[config.mk]
export PLATFORM = sky130hd
export DESIGN_NAME = button_debounce_press_control_core
export DESIGN_NICKNAME = d
export VERILOG_FILES = /design/src/sv/bdp_pkg.sv /design/src/sv/button_debounce_press_control_core.sv /design/src/sv/bdp_button.sv /design/src/sv/bdp_ptt.sv
export SDC_FILE = /design/constraint.sdc
export NUM_CORES = 1
export LEC_CHECK = 0
export BUFFER_PORTS_ARGS = -buffer_cell sky130_fd_sc_hd__buf_2
export CORE_AREA = 3 3 188 190
export CTS_BUF_LIST = sky130_fd_sc_hd__clkbuf_4
export CTS_CLUSTER_DIAMETER = 80
export DETAILED_ROUTE_END_ITERATION = 8
export DIE_AREA = 0 0 191 193
export PLACE_DENSITY_LB_ADDON = 0.2
export SLEW_MARGIN = 10
export SYNTH_ARGS = -nofsm -noshare
export SYNTH_HDL_FRONTEND = slang
export SYNTH_SLANG_ARGS = --single-unit
[constraint.sdc]
create_clock -name clk -period 43.3 [get_ports clk]
set_input_delay 8.66 -clock clk [delete_from_list [all_inputs] [get_ports clk]]
set_output_delay 8.66 -clock clk [all_outputs]
set_load 0.03 [all_outputs]
[src/sv/bdp_pkg.sv]
// Shared types and constants for the button debounce / press control block.
// No dependencies.
`timescale 1ns / 1ps

package bdp_pkg;

	localparam int unsigned TsW      = 32;
	localparam int unsigned DbW      = 16;
	localparam int unsigned GroupW   = 8;
	localparam int unsigned CfgIdxW  = 2;
	localparam int unsigned CfgDataW = 16;

	localparam logic [DbW-1:0]    DebounceRst = 16'd50;
	localparam logic [DbW-1:0]    LongRst     = 16'd1000;
	localparam logic [GroupW-1:0] MaxGroupRst = 8'd16;
	localparam logic [GroupW-1:0] GroupFirst  = 8'd1;

	localparam logic [CfgIdxW-1:0] CFG_DEBOUNCE  = 2'd0;
	localparam logic [CfgIdxW-1:0] CFG_LONG      = 2'd1;
	localparam logic [CfgIdxW-1:0] CFG_MAX_GROUP = 2'd2;

	localparam logic [1:0] MD_LOCAL  = 2'd0;
	localparam logic [1:0] MD_REMOTE = 2'd1;
	localparam logic [1:0] MD_AUTO   = 2'd2;

	localparam logic [1:0] MACT_NONE    = 2'd0;
	localparam logic [1:0] MACT_STOP    = 2'd1;
	localparam logic [1:0] MACT_SPEAKER = 2'd2;

	localparam logic [1:0] PACT_NONE    = 2'd0;
	localparam logic [1:0] PACT_MIC     = 2'd1;
	localparam logic [1:0] PACT_SPEAKER = 2'd2;

	localparam logic [2:0] EV_NONE   = 3'd0;
	localparam logic [2:0] EV_GROUP  = 3'd1;
	localparam logic [2:0] EV_REMOTE = 3'd2;
	localparam logic [2:0] EV_AUTO   = 3'd3;
	localparam logic [2:0] EV_READY  = 3'd4;
	localparam logic [2:0] EV_TX     = 3'd5;

	typedef struct packed {
		logic           fn_level;
		logic           ptt_level;
		logic [TsW-1:0] now_ms;
	} in_req_t;

	typedef struct packed {
		logic [GroupW-1:0] talk_group;
		logic [1:0]        mode;
		logic              ptt_led;
		logic              transmitting;
		logic              receiving_clear;
		logic [1:0]        mode_action;
		logic [1:0]        ptt_action;
		logic [2:0]        status_event;
	} out_req_t;

	typedef struct packed {
		logic [DbW-1:0]    quiet_time;
		logic [DbW-1:0]    hold_time;
		logic [GroupW-1:0] group_max;
	} cfg_t;

	// button part result, handed to the ptt part and the output merge
	typedef struct packed {
		logic [GroupW-1:0] talk_group;
		logic [1:0]        mode;
		logic [1:0]        mode_action;
		logic [2:0]        status_event;
	} btn_res_t;

	typedef struct packed {
		logic       ptt_led;
		logic       transmitting;
		logic       receiving_clear;
		logic [1:0] ptt_action;
		logic [2:0] status_event;
	} ptt_res_t;

endpackage

[src/sv/button_debounce_press_control_core.sv]
// A poll is captured in the input register s1; its result is registered when the
// compute stage fires. One poll per cycle while the result is not stalled; the single
// compute stage between the two registers sets this, and state updates once per poll.
// A stalled result holds the compute stage; with a poll waiting there the input stalls.
// Reset (arst_n low, async): valid flags, state and configuration to defaults, button released, group 1, local.
`timescale 1ns / 1ps

module button_debounce_press_control_core (
	input  logic                                clk,
	input  logic                                arst_n,
	// poll channel
	input  logic                                in_valid,
	output logic                                in_stall,
	input  bdp_pkg::in_req_t                    in_data,
	// result channel
	output logic                                out_valid,
	input  logic                                out_stall,
	output bdp_pkg::out_req_t                   out_data,
	// configuration writes
	input  logic                                cfg_we,
	input  logic [bdp_pkg::CfgIdxW-1:0]         cfg_index,
	input  logic [bdp_pkg::CfgDataW-1:0]        cfg_data
);
	import bdp_pkg::*;

	cfg_t     cfg_q;
	logic     valid_s1;
	in_req_t  req_s1;
	logic     out_valid_q;
	out_req_t out_q;

	logic     adv;
	btn_res_t btn;
	ptt_res_t ptt;
	out_req_t res;

	// Configuration registers; writes past the list fall through.
	always_ff @(posedge clk or negedge arst_n) begin
		if (!arst_n) begin
			cfg_q.quiet_time <= DebounceRst;
			cfg_q.hold_time  <= LongRst;
			cfg_q.group_max  <= MaxGroupRst;
		end else if (cfg_we) begin
			unique case (cfg_index)
				CFG_DEBOUNCE:  cfg_q.quiet_time <= cfg_data;
				CFG_LONG:      cfg_q.hold_time  <= cfg_data;
				CFG_MAX_GROUP: cfg_q.group_max  <= cfg_data[GroupW-1:0];
				default: ;
			endcase
		end
	end

	// The compute stage fires when a poll sits in s1 and the result slot is
	// free or being emptied this cycle.
	assign adv      = valid_s1 && (!out_valid_q || !out_stall);
	assign in_stall = valid_s1 && !adv;

	always_ff @(posedge clk or negedge arst_n) begin
		if (!arst_n) begin
			valid_s1 <= 1'b0;
		end else if (!in_stall) begin
			valid_s1 <= in_valid;
		end
	end

	always_ff @(posedge clk) begin
		if (in_valid && !in_stall) begin
			req_s1 <= in_data;
		end
	end

	bdp_button u_button (
		.clk    (clk),
		.arst_n (arst_n),
		.adv    (adv),
		.req    (req_s1),
		.cfg    (cfg_q),
		.res    (btn)
	);

	// ptt sees the mode as left by the button part in the same poll
	bdp_ptt u_ptt (
		.clk       (clk),
		.arst_n    (arst_n),
		.adv       (adv),
		.ptt_level (req_s1.ptt_level),
		.mode      (btn.mode),
		.res       (ptt)
	);

	always_comb begin
		res.talk_group      = btn.talk_group;
		res.mode            = btn.mode;
		res.ptt_led         = ptt.ptt_led;
		res.transmitting    = ptt.transmitting;
		res.receiving_clear = ptt.receiving_clear;
		res.mode_action     = btn.mode_action;
		res.ptt_action      = ptt.ptt_action;
		// push-to-talk status wins over the button status
		res.status_event    = (ptt.status_event != EV_NONE) ? ptt.status_event
		                                                    : btn.status_event;
	end

	always_ff @(posedge clk or negedge arst_n) begin
		if (!arst_n) begin
			out_valid_q <= 1'b0;
		end else if (adv) begin
			out_valid_q <= 1'b1;
		end else if (!out_stall) begin
			out_valid_q <= 1'b0;
		end
	end

	always_ff @(posedge clk) begin
		if (adv) begin
			out_q <= res;
		end
	end

	assign out_valid = out_valid_q;
	assign out_data  = out_q;

endmodule

[src/sv/bdp_button.sv]
// Function button: debounce, short/long press, talk group and mode state.
// Depends on bdp_pkg.
`timescale 1ns / 1ps

module bdp_button (
	input  logic              clk,
	input  logic              arst_n,
	input  logic              adv,
	input  bdp_pkg::in_req_t  req,
	input  bdp_pkg::cfg_t     cfg,
	output bdp_pkg::btn_res_t res
);
	import bdp_pkg::*;

	logic              prev_raw_q;
	logic              stable_q;
	logic [TsW-1:0]    change_q;
	logic [TsW-1:0]    press_q;
	logic              long_done_q;
	logic [GroupW-1:0] group_q;
	logic [1:0]        mode_q;

	logic              raw;
	logic [TsW-1:0]    change_n;
	logic [TsW-1:0]    quiet;
	logic              settled;
	logic              stable_n;
	logic [TsW-1:0]    press_n;
	logic              long_done_n;
	logic [GroupW-1:0] group_n;
	logic [1:0]        mode_n;
	logic [1:0]        mact;
	logic [2:0]        ev;
	logic [TsW-1:0]    held;
	logic [GroupW:0]   group_inc;
	logic              go_long;

	always_comb begin
		raw         = req.fn_level;
		change_n    = (raw != prev_raw_q) ? req.now_ms : change_q;
		quiet       = req.now_ms - change_n;
		settled     = quiet > {{(TsW-DbW){1'b0}}, cfg.quiet_time};
		stable_n    = stable_q;
		press_n     = press_q;
		long_done_n = long_done_q;
		group_n     = group_q;
		mode_n      = mode_q;
		mact        = MACT_NONE;
		ev          = EV_NONE;
		group_inc   = {1'b0, group_q} + {{GroupW{1'b0}}, 1'b1};
		held        = req.now_ms - press_q;
		go_long     = 1'b0;

		if (settled && (raw != stable_q)) begin
			stable_n = raw;
			if (!raw) begin
				press_n     = req.now_ms;
				long_done_n = 1'b0;
			end else if (!long_done_q &&
			             (held < {{(TsW-DbW){1'b0}}, cfg.hold_time})) begin
				if (group_inc > {1'b0, cfg.group_max}) begin
					group_n = GroupFirst;
				end else begin
					group_n = group_inc[GroupW-1:0];
				end
				ev = EV_GROUP;
			end
		end

		// long-press check sees this poll's stable level and press start
		if (settled) begin
			go_long = !stable_n && !long_done_n &&
			          ((req.now_ms - press_n) >= {{(TsW-DbW){1'b0}}, cfg.hold_time});
		end

		if (go_long) begin
			long_done_n = 1'b1;
			unique case (mode_q)
				MD_LOCAL: begin
					mode_n = MD_REMOTE;
					ev     = EV_REMOTE;
					mact   = MACT_STOP;
				end
				MD_REMOTE: begin
					mode_n = MD_AUTO;
					ev     = EV_AUTO;
					mact   = MACT_STOP;
				end
				default: begin
					mode_n = MD_LOCAL;
					ev     = EV_READY;
					mact   = MACT_SPEAKER;
				end
			endcase
		end

		res.talk_group   = group_n;
		res.mode         = mode_n;
		res.mode_action  = mact;
		res.status_event = ev;
	end

	always_ff @(posedge clk or negedge arst_n) begin
		if (!arst_n) begin
			prev_raw_q  <= 1'b1;
			stable_q    <= 1'b1;
			change_q    <= '0;
			press_q     <= '0;
			long_done_q <= 1'b0;
			group_q     <= GroupFirst;
			mode_q      <= MD_LOCAL;
		end else if (adv) begin
			prev_raw_q  <= raw;
			stable_q    <= stable_n;
			change_q    <= change_n;
			press_q     <= press_n;
			long_done_q <= long_done_n;
			group_q     <= group_n;
			mode_q      <= mode_n;
		end
	end

endmodule

[src/sv/bdp_ptt.sv]
// Push-to-talk: LED, transmit start/stop, gated by the mode after this poll.
// Depends on bdp_pkg.
`timescale 1ns / 1ps

module bdp_ptt (
	input  logic              clk,
	input  logic              arst_n,
	input  logic              adv,
	input  logic              ptt_level,
	input  logic [1:0]        mode,
	output bdp_pkg::ptt_res_t res
);
	import bdp_pkg::*;

	logic tx_q;
	logic tx_n;
	logic pressed;

	always_comb begin
		pressed             = !ptt_level;
		tx_n                = tx_q;
		res.receiving_clear = 1'b0;
		res.ptt_action      = PACT_NONE;
		res.status_event    = EV_NONE;
		priority if (mode != MD_LOCAL) begin
			tx_n = 1'b0;
		end else if (pressed && !tx_q) begin
			tx_n                = 1'b1;
			res.receiving_clear = 1'b1;
			res.ptt_action      = PACT_MIC;
			res.status_event    = EV_TX;
		end else if (!pressed && tx_q) begin
			tx_n             = 1'b0;
			res.ptt_action   = PACT_SPEAKER;
			res.status_event = EV_READY;
		end else begin
			tx_n = tx_q;
		end
		res.ptt_led      = pressed;
		res.transmitting = tx_n;
	end

	always_ff @(posedge clk or negedge arst_n) begin
		if (!arst_n) begin
			tx_q <= 1'b0;
		end else if (adv) begin
			tx_q <= tx_n;
		end
	end

endmodule

Yosys cells after proc, flatten, opt, wreduce, memory -nomap -nowiden
Index checks and enable logic that the tools add are counted.
- input bits: 57
- ROM bits: 0
- output and inout port bits: 22
- word-level logic and storage cells: 97
- flip-flop bits (word level): 174
- memory bits (writable): 0
- memories kept: 0
- latch bits: 0
- reduce and logical (&&, ||, !) cells: 28
- multipliers: 0
- divide/modulo/power cells: 0
- multiplexer cells: 30
- shift operators: 0
- order comparisons: 4
- add/sub/neg operators: 4
- eq/ne operators: 6
- bitwise operators: 0
- operator list (kind ; count):
    $mux 32 ; 3
    $sub 32x32->32 ; 3
    $ge 32x16->1 ; 1
    $gt 32x16->1 ; 1
    $lt 32x16->1 ; 1
    $mux 8 ; 4
    $mux 3 ; 5
    $mux 1 ; 12
    $add 8x1->9 const B ; 1
    $gt 9x8->1 ; 1
    $logic_and 1x1->1 ; 9
    $logic_not 1->1 ; 9
    $pmux 3 s2 ; 1
    $reduce_and 2->1 ; 3
    $mux 5 ; 1
    $eq 2x1->1 const B ; 2
    $logic_not 2->1 ; 2
    $mux 2 ; 2
    $mux 4 ; 1
    $pmux 2 s2 ; 1
    $reduce_or 2->1 ; 2
    $reduce_bool 3->1 ; 1
    $eq 2x2->1 const B ; 1
    $ne 1x1->1 ; 2
    other kinds (3) ; 3

Longest topological paths before layout
- depth in word-level cells: 15
- gate-level depth with buffers: 67
- mapped depth without buffers: 60

Modules after synthesis
From an unflattened synthesis, not the netlist that was laid out.
- cell total of the unflattened synthesis: 1589
- area total of the unflattened synthesis: 14518.9 um^2
- by module, submodules not included (module ; cells each ; area each (um^2) ; seq. area each (um^2) ; instances):
    bdp_button ; 1416 ; 11085.6 ; 1930.6 ; 1
    button_debounce_press_control_core ; 153 ; 3270.6 ; 2685.1 ; 1
    bdp_ptt ; 20 ; 162.7 ; 25.0 ; 1

Worst setup path after synthesis
Ideal clock, no wire load.
- kind: input to output
- start point: in out_stall
- end point: out in_stall
- buffers on the path: 0
- required time: 34.640 ns
- stages: 2
- arrival: 8.973 ns
- setup slack: 25.667 ns
- cell sequence: nand3_1 inv_1
- word-level cells in the longest chain between the ends: 5
- ends and longest elaborated chain (element ; RTL line ; RTL):
    from (decl) ; button_debounce_press_control_core.sv:17 ; input logic out_stall,
    $logic_not 1->1 ; -- ;
    $logic_or 1x1->1 ; button_debounce_press_control_core.sv:55 ; assign adv = valid_s1 && (!out_valid_q || !out_stall);
    $logic_and 1x1->1 ; button_debounce_press_control_core.sv:55 ;
    $logic_not 1->1 ; button_debounce_press_control_core.sv:56 ; assign in_stall = valid_s1 && !adv;
    $logic_and 1x1->1 ; button_debounce_press_control_core.sv:56 ;
    to (decl) ; button_debounce_press_control_core.sv:13 ; output logic in_stall,
No other way between the ends.

Worst setup path in the final report
Ends and elaborated chain as after synthesis.

==> qor.yml <==
yosys:
  yosys.area.top_type: "dfrtp_1"
  syn-num-nets: 1893
  yosysTopAreaCellShare_pct: 17.8
  ys_seq_elements: 173
  ys_seq_area_share_pct: 30.6
  synth_top_flop_cell: "dfrtp_1"
  synthTopCellsByCount: "ha_1, nand2_1, o21ai_0"
  avgSynthCellArea_sq_um: 8.89
  ys_warn_count: 0
  synth-edff-count: 53
  async_flop_share_pct: 69.4
  yosysUniqueCellTypes: 91
  synthCells: 1695
  yosysMostFrequentCell: "ha_1"
  synth.cell_area_sq_um: 15100
  synth.area.top_cells: "dfrtp_1, ha_1, edfxtp_1"
worst_setup_path:
  cp_max_fo: 3
  crit_path_end_kind: "output pin"
  crit_arrival_ps: 9090
  startpoint_type: "input pin"
  required_ps: 34640
  crit_type: "in -> out"
  ff2ff_setup_slack_ps: 27830
final_layout:
  nets: 1942
  final_core_util_pct: 48.2
  area_delta_synth_final_pct: 7.56
  drive_above_1_share_pct: 14.9
die:
  die_width_um: 191
  die_area_sq_um: 36900
  num_rows: 67
  io_pins: 79
  chipHeight_um: 193
  core_sq_um: 33600
  initial_core_util_pct: 44.9
placed_design:
  dp_hpwl_mm: 33.3
  gp_congestion: 0.952
  port_buffers: 78
  pre_cts_ws_ps: 25550
grt:
  track_usage_pct: 23.2
  grt_pass1_wl_mm: 67.5
  grt_pass1_vias: 12500
  overflow: 0
  grt_max_degree: 47
  antenna_found_initial: 2
sta:
  max_clock_freq_ghz: 0.0563
  relSlewSlack_pct: 30.0
  setup_ws_ps: 25550
  hold_violations: 0
  fin_crit_sh_pct: 41.0
  layout_min_cycle_time_ps: 17750
  tns_ps: 0
  rsz0062_at_grt: "false"
  worst_pin_slew_ps: 1050
  finalClockSkew_ps: 44.1
  slew_viol_final: 0
  finalSetupViolCount: 0
routing:
  drc: 0
  wirelength_mm: 42.1
  wl_per_cell_um: 19.0
  first_pass_iters: 6
  vias: 12900
  ant_nets: 0
  drt_iter0_markers: 933
  vias_per_cell: 5.85
clock_tree:
  post_cts_buffers: 0
  cts_buffers: 17
  cts_resized: 0
  cts_buffer_depth: 2
  postCtsHoldBufs: 0
  clk_latency_ps: 690
  cts-root-buf: "clkbuf_4"
  clk_pin_slew_ps: 160
  cts_tree: "yes"
  htree_levels: 4
  clock_sinks: 173
run_status:
  outcome: "finished, final reports clean"
job:
  drv_cap: 0
min_path:
  min_path_type: "reg -> reg"
pwr:
  p_per_area_nw_per_um2: 57.6
  leakage_nw: 7.15
  ir_worst_vdd_mv: 0.0226
==> path summary, 6_finish.rpt <==
kind,cells after the start,startpoint,endpoint
max in group asynchronous,3,arst_n,u_button.change_q[18]$_DFFE_PN0P_
hold / removal,1,valid_s1$_DFFE_PN0N_,out_valid$_DFFE_PN0P_
setup / recovery,4,out_stall,in_stall
min in group asynchronous,1,arst_n,cfg_q[9]$_DFFE_PN0P_
setup reg to reg,61,req_s1[33]$_DFFE_PP_,out_data[11]$_DFFE_PP_
hold reg to reg,1,valid_s1$_DFFE_PN0N_,out_valid$_DFFE_PN0P_
==> routing by layer <==
metal	part of all wire (%)	track usage (%)	wire [um]
met2	45	37.5	18900
met5	0	0	0
met1	48	32.6	20300
met3	5.0	3.89	2110
met4	2.1	5.93	892
==> cell families after synthesis <==
group,after synthesis,share of synthesized area [%]
compound gates,463,20.5
xor+xnor,64,3.77
fa+ha+maj,154,12.7
buf+inv,177,4.51
flops,173,30.6
mux,147,10.5
simple gates,517,17.4
==> registers in the layout (all words and copies together), names as in the netlist <==
name,flops
u_button.group_q,8
out_data,19
u_button.press_q,32
req_s1,34
u_button.long_done_q,1
u_button.prev_raw_q,1
out_valid,1
u_button.mode_q,2
valid_s1,1
u_button.stable_q,1
u_button.change_q,32
cfg_q,40
u_ptt.tx_q,1
==> worst max-delay path, cell delays in order <==
cell,delay [ps]
buf_2,90
nand3_1,100
inv_1,60
buf_2,180
==> placed cells by master (no fill, tap or decap), types with 11 or more instances in the layout <==
cell type  netlist  final
mux2i_1         54     54
nand4_1         32     32
inv_1          118    118
a21oi_1        108    108
o211ai_1        13     13
xor2_1          17     17
o21a_1          23     23
edfxtp_1        53     53
a21o_1          42     42
nor4_1          14     14
or4_1           12     12
a211oi_1        14     14
mux2_2          89     89
buf_4            3     11
dfrtp_1        107    107
dfstp_2         13     13
clkbuf_4         0     17
and3_1          15     15
and2_1          15     14
ha_1           139    139
o21ai_0        120    120
a31oi_1         15     15
nor3_1          31     31
nor2b_1         24     24
buf_2            3     77
nand2b_1        39     39
xnor2_1         46     45
nand2_1        132    132
maj3_1          13     13
nand3_1         38     38
nor2_1         114    114
==> cell type report <==
| class | count | area (sq um) |
|---|---|---|
| timing repair buffer | 88 | 468 |
| clock buffer | 17 | 128 |
| fill | 3307 | 17400 |
| clock inverter | 15 | 184 |
| inverter | 119 | 447 |
| tap | 448 | 561 |
| sequential | 173 | 4610 |
| antenna | 8 | 20.0 |
| multi-input combinational | 1345 | 9800 |
==> power by group <==
group | total [W] | internal [W] | switching, W
combinational | 0.000594 | 0.000244 | 0.000350
clock | 0.000102 | 0.0000283 | 0.0000734
sequential | 0.000239 | 0.000207 | 0.0000316
total | 0.000934 | 0.000479 | 0.000455
==> stage by stage <==
stage	hold slack [ps]	power, W	cell area [sq um]	std cells
after floorplan	450	0.000682	15100	1695
after global placement	469	0.000816	15900	2173
after detailed placement	488	0.000826	15900	2173
after CTS	518	0.000932	16200	2205
after global routing	538	0.00102	16200	2213
final	516	0.000934	16200	2213
No activity file was read; power rests on OpenSTA's default activity.
